### src/two_stack_line_editor_assert.svh
// Assertion macros for the line editor; clk and rst_n must be in scope.
`ifndef TWO_STACK_LINE_EDITOR_ASSERT_SVH
`define TWO_STACK_LINE_EDITOR_ASSERT_SVH

// Condition holds at every edge out of reset.
`define TSLE_ASSERT_ALWAYS(label, cond) \
    label: assert property (@(posedge clk) disable iff (!rst_n) (cond)) \
        else $error("line editor check failed");

// Antecedent implies consequent in the same cycle.
`define TSLE_ASSERT_IMP(label, ante, cons) \
    label: assert property (@(posedge clk) disable iff (!rst_n) (ante) |-> (cons)) \
        else $error("line editor check failed");

`endif

### src/tsle_pkg.sv
`timescale 1ns / 1ps

package tsle_pkg;

    localparam int LINE_CAPACITY = 256;
    localparam int CHAR_W        = 8;

    typedef enum logic [2:0] {
        F_INSERT    = 3'd0,
        F_OVERWRITE = 3'd1,
        F_DEL_PREV  = 3'd2,
        F_DEL_CUR   = 3'd3,
        F_RIGHT     = 3'd4,
        F_LEFT      = 3'd5,
        F_END       = 3'd6,
        F_START     = 3'd7
    } func_t;

    localparam logic [1:0] ST_OK    = 2'd0;
    localparam logic [1:0] ST_EMPTY = 2'd1;
    localparam logic [1:0] ST_FULL  = 2'd2;

    typedef struct packed {
        func_t             func;
        logic [CHAR_W-1:0] char_in;
    } req_t;

    typedef struct packed {
        logic [1:0]        status;
        logic [CHAR_W-1:0] cursor_char;
        logic              cursor_valid;
        logic [8:0]        line_length;
    } rsp_t;

endpackage

### src/tsle_store.sv
`timescale 1ns / 1ps

module tsle_store #(
    parameter int DEPTH = tsle_pkg::LINE_CAPACITY,
    parameter int AW    = $clog2(DEPTH)
) (
    input  logic                        clk,
    input  logic                        wr_en,
    input  logic [AW-1:0]               wr_addr,
    input  logic [tsle_pkg::CHAR_W-1:0] wr_data,
    input  logic                        rd_en,
    input  logic [AW-1:0]               rd_addr,
    output logic [tsle_pkg::CHAR_W-1:0] rd_data
);

    logic [tsle_pkg::CHAR_W-1:0] mem [DEPTH];

    always_ff @(posedge clk)
    begin
        if (wr_en)
        begin
            mem[wr_addr] <= wr_data;
        end
    end

    always_ff @(posedge clk)
    begin
        if (rd_en)
        begin
            rd_data <= mem[rd_addr];
        end
    end

endmodule

### config.mk
export PLATFORM = sky130hd
export DESIGN_NAME = tsle_store
export DESIGN_NICKNAME = d
export VERILOG_FILES = /design/src/two_stack_line_editor_assert.svh /design/src/tsle_pkg.sv /design/src/tsle_store.sv
export SDC_FILE = /design/constraint.sdc
export NUM_CORES = 2
export LEC_CHECK = 0
export BUFFER_PORTS_ARGS = -buffer_cell sky130_fd_sc_hd__buf_2
export CAP_MARGIN = 15
export CORE_AREA = 2 2 598 303
export DETAILED_ROUTE_END_ITERATION = 6
export DIE_AREA = 0 0 600 305
export SYNTH_ARGS = -nofsm -noshare
export SYNTH_HDL_FRONTEND = slang
export SYNTH_SLANG_ARGS = --single-unit
### constraint.sdc
create_clock -name clk -period 3.38 [get_ports clk]
set_clock_uncertainty 0.1 [all_clocks]
set_input_delay 0.338 -clock clk [delete_from_list [all_inputs] [get_ports clk]]
set_output_delay 0.338 -clock clk [all_outputs]
set_load 0.005 [all_outputs]
==> results.md <==
| Result | Reported | Unit |
|---|---|---|
| Maximum number of pins on one net before global-route repair | 121 | - |
| XOR/XNOR Fraction of Synth Area | 0 | - |
| Net switching component of the power | 11.1 | mW |
| Fraction of the cycle the final worst path needs | 0.952 | - |
| Setup violators final | 0 | - |
| Measured slew at the worst slew-check pin | 1.35 | ns |
| Summed instance area of the synthesized netlist | 0.0796 | mm^2 |
| Port Buf Inserts | 34 | - |
| Global-route total usage across every layer | 0.240 | - |
| Insertion delay of the later-clocked pin in the worst-skew pair | 0.82 | ns |
| Number of gates given a new drive strength after cts | 0 | - |
| Number of remaining DRC errors | 0 | - |
| Sequential fraction of design power | 0.540 | - |
| CTS Buffer Depth | 4 | - |
| Post-route cell area | 0.0921 | mm^2 |
| Post-placement worst setup slack | -0.489 | ns |
| Synth unique cells | 54 | - |
| Share of the synthesized area in the top cell type | 0.775 | - |
| Final max-slew violation count | 0 | - |
| CTS buffer count | 177 | - |
| Outcome | finished, final reports clean | - |
| Class of the tightest hold or removal check | input pin to register | - |
| Power Density | 566 | mW/mm^2 |
| Routed length per placed instance | 32.3 | um |
| Starting density of the core | 0.447 | - |
| Post-route total power | 52.1 | mW |
| Synth Area in Adders | 0 | - |
| Int Power | 41.0 | mW |
| Global-route wire length before repair | 309000 | um |
| EDFF count, synth | 2056 | - |
| Post-CTS Setup Inserts | 0 | - |
| Total Neg Setup Slack | 0 | ns |
| Static leakage | 29.3 | nW |
| Ys async rst share | 0 | - |
| Startpoint Class | register | - |
| Root buffer cell | sky130_fd_sc_hd__clkbuf_16 | - |
| CP arrival | 3.70 | ns |
| Vias in the first global route | 39500 | - |
| Placed standard-cell area | 0.0862 | mm^2 |
| Routability congestion estimate from global placement | 0.872 | - |
| Aggregate routed wire length | 220000 | um |
| Die X | 600 | um |
| Post-route non-filler standard cell count | 6805 | - |
| Count of nets left with antenna violations after detail routing | 0 | - |
| Area fraction in compound gates after synthesis | 0.0342 | - |
| Maximum clock frequency | 311 | MHz |
| Clk pwr share | 0.404 | - |
| H-tree depth | 4 | - |
| I/O Pins | 35 | - |
| Die Ht | 305 | um |
| Area Growth Syn to Fin | 15.7 | % |
| Slew headroom | 0.0940 | - |
| Mapped Nets | 3760 | - |
| Critical setup path kind | register to register | - |
| Simple-gate share of the synthesized area | 0.0263 | - |
| Mux cell area share after synthesis | 0.146 | - |
| Peak supply drop | 446 | uV |
| Post-placement cell count | 6473 | - |
| Post-synthesis sequential area ratio | 0.775 | - |
| Core box area | 0.178 | mm^2 |
| # clock sinks | 2056 | - |
| Min setup slack post-route | 0.163 | ns |
| Switch share | 0.213 | - |
| Number of antenna violations at the first check in global routing | 14 | - |
| Fillcell total | 13900 | - |
| Final nets | 4282 | - |
| Detailed-route vias per instance | 6.10 | - |
| Overflow left after global routing | 0 | - |
| Data required time of the worst path | 3.86 | ns |
| Initial detailed-routing violation count | 6289 | - |
| Worst hold slack | 0.0623 | ns |
| Final Core Density | 0.517 | - |
| Synth top area cells | sky130_fd_sc_hd__edfxtp_1 (78%), sky130_fd_sc_hd__mux4_2 (13%), sky130_fd_sc_hd__mux2i_1 (1.7%) | - |
| Dominant combinational cell family by area after synthesis | multiplexers | - |
| Time the final worst path needs with I/O delays and setup | 3.22 | ns |
| Cell type with the highest aggregate area in the netlist | sky130_fd_sc_hd__edfxtp_1 | - |
| Vias post-DR | 41500 | - |
| Count of warnings emitted by yosys | 0 | - |
| DR pass1 iterations | 6 | - |
| Half-perimeter wire length after placement | 145000 | um |
| Number of standard-cell rows in the floorplan | 110 | - |
| Crit path capture type | register | - |
| Syn_area_per_cell | 21.3 | um^2 |
| Hold violation count in the final report | 0 | - |
| Count of state elements after synthesis | 2056 | - |
| Dominant synthesized flop cell | sky130_fd_sc_hd__edfxtp_1 | - |
| Layout cells sized above 1 | 0.295 | - |
| Maximum capacitance violations | 0 | - |
| Instance count of the mapped netlist | 3733 | - |
| Area of the die | 0.183 | mm^2 |
| Biggest fanout along the worst timing path | 1 | - |
| Clock input transition at the sequential cells of the worst setup and hold paths | 0.07 | ns |
| Setup repair after global routing missed its margin | no | - |
| Comb power frac | 0.056 | - |
| CTS tree | yes | - |
[power by group through the flow]
stage	clock [mW]	sequential, mW	combinational [mW]
floorplan	0	28.7	1.37
global placement	0	28.7	2.84
detailed placement	0	28.7	2.86
CTS	21.3	28.1	2.87
global route	22.4	28.1	3.05
finish	21.1	28.1	2.90
[routing by layer]
metal  global-route usage  routed length, um  part of all wire
met5                    0                133           0.00061
met4               0.0470               4030             0.018
met3                0.108              32800              0.15
met2                0.295              84800              0.39
met1                0.386              98000              0.45
[worst max-delay path, stage by stage (launching register included)]
cell	delay, ns
sky130_fd_sc_hd__edfxtp_1	0.37
sky130_fd_sc_hd__mux4_2	0.54
sky130_fd_sc_hd__mux4_2	0.48
sky130_fd_sc_hd__nor2b_1	0.19
sky130_fd_sc_hd__nor4_1	1.00
sky130_fd_sc_hd__buf_4	0.26
sky130_fd_sc_hd__nor4_2	0.04
[cells in the mapped netlist (10+ instances only)]
master,count
sky130_fd_sc_hd__edfxtp_1,2056
sky130_fd_sc_hd__clkbuf_1,111
sky130_fd_sc_hd__a21oi_1,96
sky130_fd_sc_hd__nand2_1,33
sky130_fd_sc_hd__nor2_1,282
sky130_fd_sc_hd__nand3_1,34
sky130_fd_sc_hd__o211ai_1,10
sky130_fd_sc_hd__buf_6,21
sky130_fd_sc_hd__mux2i_1,134
sky130_fd_sc_hd__o21ai_0,10
sky130_fd_sc_hd__buf_8,13
sky130_fd_sc_hd__a221oi_1,13
sky130_fd_sc_hd__mux4_2,454
sky130_fd_sc_hd__nand4_1,10
sky130_fd_sc_hd__o22ai_1,28
sky130_fd_sc_hd__buf_1,22
sky130_fd_sc_hd__o221ai_1,46
sky130_fd_sc_hd__buf_4,27
sky130_fd_sc_hd__nor2b_1,31
sky130_fd_sc_hd__nor4_1,24
sky130_fd_sc_hd__a211oi_1,16
sky130_fd_sc_hd__buf_2,31
sky130_fd_sc_hd__nor3_1,22
sky130_fd_sc_hd__a22oi_1,133
[cell usage in the layout, fill, tap and decap left out, types with 11 or more instances in the layout]
| cell | n |
|---|---|
| sky130_fd_sc_hd__nand3_1 | 31 |
| sky130_fd_sc_hd__mux4_2 | 454 |
| sky130_fd_sc_hd__nor3_1 | 22 |
| sky130_fd_sc_hd__edfxtp_1 | 2056 |
| sky130_fd_sc_hd__o221ai_1 | 46 |
| sky130_fd_sc_hd__a22oi_1 | 133 |
| sky130_fd_sc_hd__mux2i_1 | 134 |
| sky130_fd_sc_hd__buf_4 | 483 |
| sky130_fd_sc_hd__nor4_1 | 23 |
| sky130_fd_sc_hd__nor2b_1 | 28 |
| sky130_fd_sc_hd__a211oi_1 | 16 |
| sky130_fd_sc_hd__nand2_1 | 33 |
| sky130_fd_sc_hd__nor2_1 | 279 |
| sky130_fd_sc_hd__clkinv_1 | 40 |
| sky130_fd_sc_hd__bufinv_16 | 26 |
| sky130_fd_sc_hd__o22ai_1 | 28 |
| sky130_fd_sc_hd__clkinv_2 | 26 |
| sky130_fd_sc_hd__buf_12 | 50 |
| sky130_fd_sc_hd__a221oi_1 | 13 |
| sky130_fd_sc_hd__a21oi_1 | 96 |
| sky130_fd_sc_hd__clkbuf_1 | 22 |
| sky130_fd_sc_hd__clkbuf_16 | 183 |
| sky130_fd_sc_hd__clkinvlp_4 | 11 |
| sky130_fd_sc_hd__buf_2 | 23 |
[logic make-up (layout without fill, tap and decap cells)]
kind of cell           Yosys count  in the layout
buffers and inverters          235            889
DFF                           2056           2056
and+or+nand+nor                466            466
AOI/OAI and AO/OA              385            385
muxes                          591            591
other                            0             10
[registers in the layout, indices dropped and copies added, names as in the netlist]
register  cells
mem        2048
rd_data       8
[final timing paths]
check | to | cells past startpoint | slack, ns | from
max | rd_data[0] | 6 | 0.16 | mem[87][0]
min | mem[163][3] | 3 | 0.06 | wr_addr[1]
max reg2reg | rd_data[0] | 6 | 0.16 | mem[87][0]
min reg2reg | rd_data[5] | 7 | 1.09 | mem[32][5]
[repair_timing]
action / in CTS / in global routing
hold buffers: 8 / 1
endpoints found under the setup margin: 0 / 0
hold endpoints to repair: 288 / 7
[area by class of cell]
class	count	area (um^2)	share of cell area
antenna	10	25.0	0.000272
clock buffer	205	4660	0.0506
clock inverter	106	1170	0.0128
inverter	2	7.51	0.0000815
multi-input combinational	1442	16500	0.179
sequential	2056	61700	0.670
tap	2408	3010	0.0327
timing repair buffer	576	4990	0.0542
Power figures use the tool's default switching activity.
